[src/bam_pkg.sv]
`default_nettype none

package bam_pkg;

    localparam int LEVEL_W  = 14;
    localparam int TEMP_W   = 12;
    localparam int VOLT_W   = 16;
    localparam int ENERGY_W = 24;
    localparam int TIME_W   = 32;
    localparam int HEALTH_W = 16;
    localparam int RATE_W   = 27;
    localparam int CFG_W    = 14;
    localparam int CFG_IDX_W = 2;

    localparam int S_TDATA_W = 128;
    localparam int M_TDATA_W = 136;

    localparam int SCALE_W = 14;
    localparam logic [SCALE_W-1:0] HEALTH_SCALE = 14'd10000;
    localparam logic [SCALE_W-1:0] RATE_SCALE   = 14'd3600;

    localparam int HPROD_W = ENERGY_W + SCALE_W;
    localparam int HQUO_W  = HEALTH_W;
    localparam int RPROD_W = 26;
    localparam int RNUM_W  = 29;
    localparam int RQUO_W  = 26;

    localparam logic [RQUO_W-1:0] RATE_MAX    = 26'd36000000;
    localparam logic [TIME_W-1:0] AVG_DIVISOR = 32'd10;

    localparam logic signed [TEMP_W-1:0] TEMP_FLOOR = -12'sd1000;

    localparam logic [CFG_W-1:0]         CRIT_LEVEL_RST = 14'd500;
    localparam logic [CFG_W-1:0]         LOW_LEVEL_RST  = 14'd2000;
    localparam logic signed [TEMP_W-1:0] HIGH_TEMP_RST  = 12'sd600;
    localparam logic [CFG_W-1:0]         LOW_HEALTH_RST = 14'd6000;

    typedef enum logic [1:0] {
        LVL_NONE = 2'd0,
        LVL_LOW  = 2'd1,
        LVL_CRIT = 2'd2
    } lvl_alert_t;

    typedef enum logic [CFG_IDX_W-1:0] {
        REG_CRIT_LEVEL = 2'd0,
        REG_LOW_LEVEL  = 2'd1,
        REG_HIGH_TEMP  = 2'd2,
        REG_LOW_HEALTH = 2'd3
    } reg_idx_t;

    typedef enum logic [6:0] {
        ST_IDLE   = 7'b0000001,
        ST_MUL    = 7'b0000010,
        ST_DSTART = 7'b0000100,
        ST_DWAIT  = 7'b0001000,
        ST_ASTART = 7'b0010000,
        ST_AWAIT  = 7'b0100000,
        ST_DONE   = 7'b1000000
    } state_t;

endpackage

`default_nettype wire

[src/bam_sdiv.sv]
`default_nettype none

module bam_sdiv #(
    parameter int NUM_W = 38,
    parameter int DEN_W = 24,
    parameter int QUO_W = 16
) (
    input  wire logic             aclk,
    input  wire logic             aresetn,
    input  wire logic             start,
    input  wire logic [NUM_W-1:0] num,
    input  wire logic [DEN_W-1:0] den,
    output logic                  busy,
    output logic [QUO_W-1:0]      quo
);

    localparam int CNT_W = $clog2(QUO_W + 1);

    logic [DEN_W-1:0] rem_reg, rem_next;
    logic [DEN_W-1:0] den_reg, den_next;
    logic [QUO_W-1:0] shf_reg, shf_next;
    logic [CNT_W-1:0] cnt_reg, cnt_next;
    logic [DEN_W:0]   trial;
    logic [DEN_W:0]   trial_sub;
    logic             fits;

    assign trial     = {rem_reg, shf_reg[QUO_W-1]};
    assign trial_sub = trial - {1'b0, den_reg};
    assign fits      = trial >= {1'b0, den_reg};
    assign busy      = cnt_reg != '0;
    assign quo       = shf_reg;

    always_comb begin
        rem_next = rem_reg;
        den_next = den_reg;
        shf_next = shf_reg;
        cnt_next = cnt_reg;
        if (start) begin
            rem_next = DEN_W'(num[NUM_W-1:QUO_W]);
            den_next = den;
            shf_next = num[QUO_W-1:0];
            cnt_next = CNT_W'(QUO_W);
        end else if (busy) begin
            rem_next = fits ? trial_sub[DEN_W-1:0] : trial[DEN_W-1:0];
            shf_next = {shf_reg[QUO_W-2:0], fits};
            cnt_next = cnt_reg - 1'b1;
        end
    end

    always_ff @(posedge aclk) begin
        if (!aresetn) begin
            cnt_reg <= '0;
        end else begin
            cnt_reg <= cnt_next;
        end
    end

    always_ff @(posedge aclk) begin
        rem_reg <= rem_next;
        den_reg <= den_next;
        shf_reg <= shf_next;
    end

endmodule

`default_nettype wire

[src/battery_alert_and_stats_monitor.sv]
`default_nettype none

// Battery sample monitor. Each transfer on the s_ side carries one sample and
// yields exactly one result on the m_ side. A present sample passes through the
// bit-serial constant multipliers (14 steps), then the 26-step rate divider,
// which runs once for the instant rate and, when the discharge average is
// updated from an earlier value, once more for the division by ten of the
// average, and the 16-step health divider running beside it; a sample without
// a battery goes straight to the output register. One sample is in work at a
// time; the next one is taken while the previous result still waits in the
// output register. Thresholds are written through the cfg_ port; the user must
// write them only while the block is idle, which the block does not enforce.
module battery_alert_and_stats_monitor (
    input  wire logic                            aclk,
    input  wire logic                            aresetn,
    input  wire logic                            s_tvalid,
    output logic                                 s_tready,
    // charging, level, temperature, voltage_mv, energy_full, energy_design, time_s
    input  wire logic [bam_pkg::S_TDATA_W-1:0]   s_tdata,
    // present
    input  wire logic [0:0]                      s_tuser,
    output logic                                 m_tvalid,
    input  wire logic                            m_tready,
    // level_alert, temp_alert, health_alert, health, min_level, max_level,
    // min_temp, max_temp, min_voltage, max_voltage, discharge_rate
    output logic [bam_pkg::M_TDATA_W-1:0]        m_tdata,
    // accepted
    output logic [0:0]                           m_tuser,
    input  wire logic                            cfg_wr_en,
    input  wire logic [bam_pkg::CFG_IDX_W-1:0]   cfg_index,
    input  wire logic [bam_pkg::CFG_W-1:0]       cfg_wdata
);

    import bam_pkg::*;

    localparam int MCNT_W = $clog2(SCALE_W);
    localparam int PAD_W  = M_TDATA_W - (2 + 1 + 1 + HEALTH_W + 2 * LEVEL_W + 2 * TEMP_W
                                         + 2 * VOLT_W + RATE_W);

    logic                       in_present;
    logic                       in_charging;
    logic [LEVEL_W-1:0]         in_level;
    logic signed [TEMP_W-1:0]   in_temp;
    logic [VOLT_W-1:0]          in_volt;
    logic [ENERGY_W-1:0]        in_efull;
    logic [ENERGY_W-1:0]        in_edes;
    logic [TIME_W-1:0]          in_time;
    logic                       in_xfer;

    assign in_present  = s_tuser[0];
    assign in_charging = s_tdata[0];
    assign in_level    = s_tdata[14:1];
    assign in_temp     = s_tdata[26:15];
    assign in_volt     = s_tdata[42:27];
    assign in_efull    = s_tdata[66:43];
    assign in_edes     = s_tdata[90:67];
    assign in_time     = s_tdata[122:91];

    state_t                     state_reg, state_next;
    logic [CFG_W-1:0]           crit_level_reg, crit_level_next;
    logic [CFG_W-1:0]           low_level_reg, low_level_next;
    logic signed [TEMP_W-1:0]   high_temp_reg, high_temp_next;
    logic [CFG_W-1:0]           low_health_reg, low_health_next;

    logic [LEVEL_W-1:0]         least_level_reg, least_level_next;
    logic [LEVEL_W-1:0]         most_level_reg, most_level_next;
    logic signed [TEMP_W-1:0]   least_temp_reg, least_temp_next;
    logic signed [TEMP_W-1:0]   most_temp_reg, most_temp_next;
    logic [VOLT_W-1:0]          least_volt_reg, least_volt_next;
    logic [VOLT_W-1:0]          most_volt_reg, most_volt_next;
    logic [RATE_W-1:0]          avg_reg, avg_next;
    logic [LEVEL_W-1:0]         prev_level_reg, prev_level_next;
    logic [TIME_W-1:0]          prev_time_reg, prev_time_next;
    logic                       prev_valid_reg, prev_valid_next;
    logic                       m_tvalid_reg, m_tvalid_next;

    logic [MCNT_W-1:0]          mul_cnt_reg, mul_cnt_next;
    logic [HPROD_W-1:0]         hacc_reg, hacc_next;
    logic [RPROD_W-1:0]         racc_reg, racc_next;
    logic [ENERGY_W-1:0]        efull_reg, efull_next;
    logic [ENERGY_W-1:0]        edes_reg, edes_next;
    logic [LEVEL_W-1:0]         diff_reg, diff_next;
    logic [TIME_W-1:0]          dt_reg, dt_next;
    logic                       rate_en_reg, rate_en_next;
    logic                       present_reg, present_next;
    lvl_alert_t                 lvl_alert_reg, lvl_alert_next;
    logic                       temp_alert_reg, temp_alert_next;
    logic                       health_alert_reg, health_alert_next;
    logic [HEALTH_W-1:0]        health_reg, health_next;
    logic [M_TDATA_W-1:0]       m_tdata_reg, m_tdata_next;
    logic                       m_tuser_reg, m_tuser_next;

    logic                       h_start;
    logic                       h_busy;
    logic [HQUO_W-1:0]          h_quo;
    logic                       r_start;
    logic                       r_busy;
    logic [RQUO_W-1:0]          r_quo;
    logic [RNUM_W-1:0]          r_num;
    logic [TIME_W-1:0]          r_den;

    logic [HEALTH_W-1:0]        health_val;
    logic [RQUO_W-1:0]          rate_sat;
    logic [RQUO_W-1:0]          avg_mag;

    assign s_tready = state_reg == ST_IDLE;
    assign in_xfer  = s_tvalid && s_tready;
    assign m_tvalid = m_tvalid_reg;
    assign m_tdata  = m_tdata_reg;
    assign m_tuser  = m_tuser_reg;

    assign rate_sat = (r_quo > RATE_MAX) ? RATE_MAX : r_quo;
    assign avg_mag  = avg_reg[RQUO_W-1:0];

    always_comb begin
        if (edes_reg == '0) begin
            health_val = '0;
        end else if ({2'b00, hacc_reg[HPROD_W-1:HQUO_W]} >= edes_reg) begin
            health_val = '1;
        end else begin
            health_val = h_quo;
        end
    end

    always_comb begin
        crit_level_next = crit_level_reg;
        low_level_next  = low_level_reg;
        high_temp_next  = high_temp_reg;
        low_health_next = low_health_reg;
        if (cfg_wr_en) begin
            unique case (cfg_index)
                REG_CRIT_LEVEL: crit_level_next = cfg_wdata;
                REG_LOW_LEVEL:  low_level_next  = cfg_wdata;
                REG_HIGH_TEMP:  high_temp_next  = cfg_wdata[TEMP_W-1:0];
                REG_LOW_HEALTH: low_health_next = cfg_wdata;
            endcase
        end
    end

    always_comb begin
        state_next        = state_reg;
        least_level_next  = least_level_reg;
        most_level_next   = most_level_reg;
        least_temp_next   = least_temp_reg;
        most_temp_next    = most_temp_reg;
        least_volt_next   = least_volt_reg;
        most_volt_next    = most_volt_reg;
        avg_next          = avg_reg;
        prev_level_next   = prev_level_reg;
        prev_time_next    = prev_time_reg;
        prev_valid_next   = prev_valid_reg;
        mul_cnt_next      = mul_cnt_reg;
        hacc_next         = hacc_reg;
        racc_next         = racc_reg;
        efull_next        = efull_reg;
        edes_next         = edes_reg;
        diff_next         = diff_reg;
        dt_next           = dt_reg;
        rate_en_next      = rate_en_reg;
        present_next      = present_reg;
        lvl_alert_next    = lvl_alert_reg;
        temp_alert_next   = temp_alert_reg;
        health_alert_next = health_alert_reg;
        health_next       = health_reg;
        m_tdata_next      = m_tdata_reg;
        m_tuser_next      = m_tuser_reg;
        m_tvalid_next     = m_tvalid_reg;
        h_start           = 1'b0;
        r_start           = 1'b0;
        r_num             = RNUM_W'(racc_reg);
        r_den             = dt_reg;

        if (m_tvalid_reg && m_tready) begin
            m_tvalid_next = 1'b0;
        end

        unique case (state_reg)
            ST_IDLE: begin
                if (in_xfer) begin
                    present_next      = in_present;
                    lvl_alert_next    = LVL_NONE;
                    temp_alert_next   = 1'b0;
                    health_alert_next = 1'b0;
                    health_next       = '0;
                    if (in_present) begin
                        if (in_level <= crit_level_reg) begin
                            lvl_alert_next = LVL_CRIT;
                        end else if (in_level <= low_level_reg) begin
                            lvl_alert_next = LVL_LOW;
                        end
                        temp_alert_next = in_temp >= high_temp_reg;
                        if (in_level < least_level_reg) begin
                            least_level_next = in_level;
                        end
                        if (in_level > most_level_reg) begin
                            most_level_next = in_level;
                        end
                        if (in_temp > TEMP_FLOOR) begin
                            if (in_temp < least_temp_reg) begin
                                least_temp_next = in_temp;
                            end
                            if (in_temp > most_temp_reg) begin
                                most_temp_next = in_temp;
                            end
                        end
                        if (in_volt != '0) begin
                            if (in_volt < least_volt_reg) begin
                                least_volt_next = in_volt;
                            end
                            if (in_volt > most_volt_reg) begin
                                most_volt_next = in_volt;
                            end
                        end
                        rate_en_next = prev_valid_reg && !in_charging
                                       && (prev_level_reg > in_level)
                                       && (in_time > prev_time_reg);
                        diff_next       = prev_level_reg - in_level;
                        dt_next         = in_time - prev_time_reg;
                        prev_level_next = in_level;
                        prev_time_next  = in_time;
                        prev_valid_next = 1'b1;
                        efull_next      = in_efull;
                        edes_next       = in_edes;
                        hacc_next       = '0;
                        racc_next       = '0;
                        mul_cnt_next    = MCNT_W'(SCALE_W - 1);
                        state_next      = ST_MUL;
                    end else begin
                        state_next = ST_DONE;
                    end
                end
            end
            ST_MUL: begin
                hacc_next = {hacc_reg[HPROD_W-2:0], 1'b0}
                            + (HEALTH_SCALE[mul_cnt_reg] ? HPROD_W'(efull_reg) : '0);
                racc_next = {racc_reg[RPROD_W-2:0], 1'b0}
                            + (RATE_SCALE[mul_cnt_reg] ? RPROD_W'(diff_reg) : '0);
                if (mul_cnt_reg == '0) begin
                    state_next = ST_DSTART;
                end else begin
                    mul_cnt_next = mul_cnt_reg - 1'b1;
                end
            end
            ST_DSTART: begin
                h_start    = 1'b1;
                r_start    = 1'b1;
                state_next = ST_DWAIT;
            end
            ST_DWAIT: begin
                if (!h_busy && !r_busy) begin
                    health_next       = health_val;
                    health_alert_next = health_val <= HEALTH_W'(low_health_reg);
                    state_next        = ST_ASTART;
                end
            end
            ST_ASTART: begin
                r_num = {avg_mag, 3'b000} + RNUM_W'(avg_mag) + RNUM_W'(rate_sat);
                r_den = AVG_DIVISOR;
                if (!rate_en_reg) begin
                    state_next = ST_DONE;
                end else if (avg_reg[RATE_W-1]) begin
                    avg_next   = RATE_W'(rate_sat);
                    state_next = ST_DONE;
                end else begin
                    r_start    = 1'b1;
                    state_next = ST_AWAIT;
                end
            end
            ST_AWAIT: begin
                if (!r_busy) begin
                    avg_next   = RATE_W'(r_quo);
                    state_next = ST_DONE;
                end
            end
            ST_DONE: begin
                if (!m_tvalid_reg || m_tready) begin
                    m_tvalid_next = 1'b1;
                    m_tuser_next  = present_reg;
                    m_tdata_next  = {{PAD_W{1'b0}}, avg_reg,
                                     most_volt_reg, least_volt_reg,
                                     most_temp_reg, least_temp_reg,
                                     most_level_reg, least_level_reg,
                                     health_reg, health_alert_reg, temp_alert_reg,
                                     lvl_alert_reg};
                    state_next    = ST_IDLE;
                end
            end
            default: begin
                state_next = ST_IDLE;
            end
        endcase
    end

    always_ff @(posedge aclk) begin
        if (!aresetn) begin
            state_reg       <= ST_IDLE;
            crit_level_reg  <= CRIT_LEVEL_RST;
            low_level_reg   <= LOW_LEVEL_RST;
            high_temp_reg   <= HIGH_TEMP_RST;
            low_health_reg  <= LOW_HEALTH_RST;
            least_level_reg <= '1;
            most_level_reg  <= '0;
            least_temp_reg  <= {1'b0, {(TEMP_W-1){1'b1}}};
            most_temp_reg   <= {1'b1, {(TEMP_W-1){1'b0}}};
            least_volt_reg  <= '1;
            most_volt_reg   <= '0;
            avg_reg         <= '1;
            prev_level_reg  <= '0;
            prev_time_reg   <= '0;
            prev_valid_reg  <= 1'b0;
            m_tvalid_reg    <= 1'b0;
        end else begin
            state_reg       <= state_next;
            crit_level_reg  <= crit_level_next;
            low_level_reg   <= low_level_next;
            high_temp_reg   <= high_temp_next;
            low_health_reg  <= low_health_next;
            least_level_reg <= least_level_next;
            most_level_reg  <= most_level_next;
            least_temp_reg  <= least_temp_next;
            most_temp_reg   <= most_temp_next;
            least_volt_reg  <= least_volt_next;
            most_volt_reg   <= most_volt_next;
            avg_reg         <= avg_next;
            prev_level_reg  <= prev_level_next;
            prev_time_reg   <= prev_time_next;
            prev_valid_reg  <= prev_valid_next;
            m_tvalid_reg    <= m_tvalid_next;
        end
    end

    always_ff @(posedge aclk) begin
        mul_cnt_reg      <= mul_cnt_next;
        hacc_reg         <= hacc_next;
        racc_reg         <= racc_next;
        efull_reg        <= efull_next;
        edes_reg         <= edes_next;
        diff_reg         <= diff_next;
        dt_reg           <= dt_next;
        rate_en_reg      <= rate_en_next;
        present_reg      <= present_next;
        lvl_alert_reg    <= lvl_alert_next;
        temp_alert_reg   <= temp_alert_next;
        health_alert_reg <= health_alert_next;
        health_reg       <= health_next;
        m_tdata_reg      <= m_tdata_next;
        m_tuser_reg      <= m_tuser_next;
    end

    bam_sdiv #(
        .NUM_W (HPROD_W),
        .DEN_W (ENERGY_W),
        .QUO_W (HQUO_W)
    ) u_health_div (
        .aclk    (aclk),
        .aresetn (aresetn),
        .start   (h_start),
        .num     (hacc_reg),
        .den     (edes_reg),
        .busy    (h_busy),
        .quo     (h_quo)
    );

    bam_sdiv #(
        .NUM_W (RNUM_W),
        .DEN_W (TIME_W),
        .QUO_W (RQUO_W)
    ) u_rate_div (
        .aclk    (aclk),
        .aresetn (aresetn),
        .start   (r_start),
        .num     (r_num),
        .den     (r_den),
        .busy    (r_busy),
        .quo     (r_quo)
    );

endmodule

`default_nettype wire
[config.mk]
export PLATFORM = sky130hd
export DESIGN_NAME = battery_alert_and_stats_monitor
export DESIGN_NICKNAME = d
export VERILOG_FILES = /design/src/bam_pkg.sv /design/src/bam_sdiv.sv /design/src/battery_alert_and_stats_monitor.sv
export SDC_FILE = /design/constraint.sdc
export NUM_CORES = 2
export LEC_CHECK = 0
export ABC_AREA = 1
export BUFFER_PORTS_ARGS = -buffer_cell sky130_fd_sc_hd__buf_2
export CAP_MARGIN = 0
export CELL_PAD_IN_SITES_DETAIL_PLACEMENT = 0
export CELL_PAD_IN_SITES_GLOBAL_PLACEMENT = 1
export CORE_MARGIN = 5
export CORE_UTILIZATION = 51
export CTS_BUF_LIST = sky130_fd_sc_hd__clkbuf_8
export DETAILED_ROUTE_END_ITERATION = 16
export PLACE_DENSITY_LB_ADDON = 0.1
export SLEW_MARGIN = 20
export SYNTH_ARGS = -nofsm -noshare
export SYNTH_HDL_FRONTEND = slang
export SYNTH_HIERARCHICAL = 1
export SYNTH_SLANG_ARGS = --single-unit
[constraint.sdc]
create_clock -name aclk -period 31.5 [get_ports aclk]
set_input_delay 3.15 -clock aclk [delete_from_list [all_inputs] [get_ports aclk]]
set_output_delay 3.15 -clock aclk [all_outputs]
set_load 0.005 [all_outputs]
==> results.yml <==
worst_setup_path:
  rr_endpoint: "u_rate_div/rem_reg[0]"
  worstPathMaxFanout: 55
  critPathKind: "in2reg"
  start_kind: "input pin"
  r2r_cells: 19
  end_kind: "flop"
  rrSetupSlack_ns: 26.48
  rr_startpoint: "u_rate_div/quo[22]"
  cp.required_ns: 31.89
  cp_data_arrival_time_ns: 5.43
logic_synthesis:
  synthTopCellsByCount: "nand2_1 (1,483), inv_1 (871), nor2_1 (448)"
  netlist_top_cells_area: "edfxtp_1 (31%), nand2_1 (13%), dfxtp_1 (12%), ha_1 (9.6%), inv_1 (7.6%)"
  synth_top_area_share_pct: 30.7
  yosysSeqAreaShare_pct: 43.0
  synth.most_common_cell: "nand2_1"
  yosys_register_bits: 702
  syn_inst: 5482
  synth_cell_types: 62
  yosysTopAreaCell: "edfxtp_1"
  synth-edff-count: 439
  synth_ff_type: "edfxtp_1"
  synth-warning-count: 6
  async_flop_share_pct: 0
  netlist_area_mm2: 0.0429
  synth.avg_cell_area_um2: 7.83
cts:
  postCtsSetupBuffers: 0
  cts_tree: "done"
  path_clk_slew_ns: 0.06
  cts_max_level: 3
  post_cts_resize_count: 0
  clockBufferDepth: 3
  clock-sinks: 702
  cts-root-buf: "clkbuf_8"
  insertion_delay_ns: 0.79
  cts_made_buffers: 117
  cts_hold_buffers: 0
floorplan:
  ios: 289
  die_x_um: 300
  floorplan.initialDensity_pct: 51.4
  dieArea_mm2: 0.0901
  row_count: 106
  coreArea_mm2: 0.0836
  die_y_um: 300
timing:
  fin_skew_ns: 0.0371
  worst_slack_ns: 26.46
  setup_tns_ns: 0
  worst_pin_slew_ns: 1.07
  clock.fmax_mhz: 199
  holdWs_ns: 0.417
  fin_crit_sh_pct: 16.0
  rsz0062_at_grt: "false"
  slew_headroom_pct: 28.1
  slew_viol_final: 0
  hold_viol: 0
  fin_crit_ns: 5.04
  report.final.setup_viol: 0
layout:
  final_nets: 6283
  final_area_mm2: 0.0477
  drive_gt1_share_pct: 9.78
  area_growth_pct: 11.2
  largest_reg_flops: 131
power_and_ir_drop:
  p_leak_uw: 0.0231
  power.density_mw_per_mm2: 83.8
  peakVddDrop_mv: 0.0441
grt:
  grt_pass1_wl_mm: 185
  first_global_vias: 34343
  gr-total-overflow: 0
  antenna_found_initial: 6
  grt_max_degree: 106
  grt_usage_pct: 25.6
worst_hold_path:
  min_to: "m_tdata[7]"
  worstHoldPathCells: 0
  min_path_type: "reg2reg"
  hp-start: "health_reg[3]"
routing:
  routed_wl_mm: 118
  firstDrtPassIters: 6
  drt-initial-drc-count: 2206
  wl_per_cell_um: 16.9
  num_vias: 35934
  post-route-drc-count: 0
  ant_nets: 0
  routed_via_density: 5.16
place:
  numPortBuffers: 278
  dp_hpwl_mm: 88.6
  pre_cts_ws_ns: 25.68
  place_area_mm2: 0.0452
  gp_congestion: 0.924
run:
  cap_violations: 0
outcome:
  outcome: "complete, no violations"
[power by group]
group	switching [uW]	internal (uW)	total, uW
combinational	1170	582	1760
sequential	129	1260	1380
clock	395	467	861
[critical path, cell delays in order]
cell and delay, ns:
buf_2 0.23, nand2_4 0.17, nor2_8 0.42, buf_4 0.61, buf_4 0.69
[area by class of cell]
type	count	area [um2]
Fill cell	8065	35800
Tap cell	1080	1350
Timing Repair Buffer	300	1570
Multi-Input combinational cell	3752	20500
Clock inverter	93	686
Sequential cell	702	18400
Clock buffer	131	1800
Inverter	901	3380
Antenna cell	3	7.51
[layout by cell type, fill, tap and decap left out, types with 19 or more instances in the layout]
cell / Yosys / layout
a21oi_1: 387 / 386
buf_2: 32 / 277
buf_4: 7 / 21
clkbuf_8: 0 / 131
clkinv_1: 8 / 32
clkinv_2: 0 / 19
dfxtp_1: 263 / 263
edfxtp_1: 439 / 439
fa_1: 30 / 30
ha_1: 329 / 329
inv_1: 871 / 902
inv_2: 21 / 24
nand2_1: 1483 / 1483
nand2_2: 20 / 20
nand3_1: 346 / 346
nand3b_1: 33 / 33
nand4_1: 109 / 109
nor2_1: 448 / 447
nor3_1: 50 / 50
o211ai_1: 23 / 23
o21a_1: 29 / 29
o21ai_0: 225 / 225
o21bai_1: 19 / 19
xnor2_1: 38 / 38
xor2_1: 34 / 34
[stage by stage]
stage | utilization (%) | power (uW) | std cells
global placement | 54.1 | 3130 | 6735
detailed placement | 54.1 | 3150 | 6735
global route | 57.1 | 4340 | 6962
finish | 57.1 | 4000 | 6962
CTS | 57.1 | 4030 | 6959
floorplan | - | 2690 | 5486
[metal layers]
| metal | vias to the layer above | part of all wire (%) | GRT usage, % |
|---|---|---|---|
| met1 | 16415 | 45 | 33.9 |
| met3 | 195 | 4.5 | 3.47 |
| met5 | - | 0 | 0 |
| met4 | 0 | 3.4 | 8.51 |
| met2 | 808 | 47 | 43.7 |
| li1 | 18516 | - | - |
[cells by family after synthesis]
| family | count (synthesis) | synth area share [%] |
|---|---|---|
| AOI/OAI and AO/OA | 749 | 9.48 |
| buffers and inverters | 1032 | 9.39 |
| and+or+nand+nor | 2567 | 25.7 |
| other | 1 | 0.00874 |
| DFF | 702 | 43.0 |
| xor gates and xnor gates | 72 | 1.47 |
| adders and majority gates | 359 | 11.0 |
[how the worst max path moves through the flow]
stage	startpoint	endpoint	slack, ns	cells after the start
after floorplan	m_tready	m_tdata[0]	15.01	2
after CTS	u_rate_div/quo[22]	u_rate_div/rem_reg[0]	26.35	19
after global placement	s_tuser	efull_reg[9]	25.70	5
final	s_tuser	efull_reg[9]	26.46	5
after global routing	u_rate_div/quo[23]	u_rate_div/rem_reg[0]	25.94	19
after detailed placement	s_tuser	efull_reg[9]	25.68	5
No activity file was read; power rests on OpenSTA's default activity.
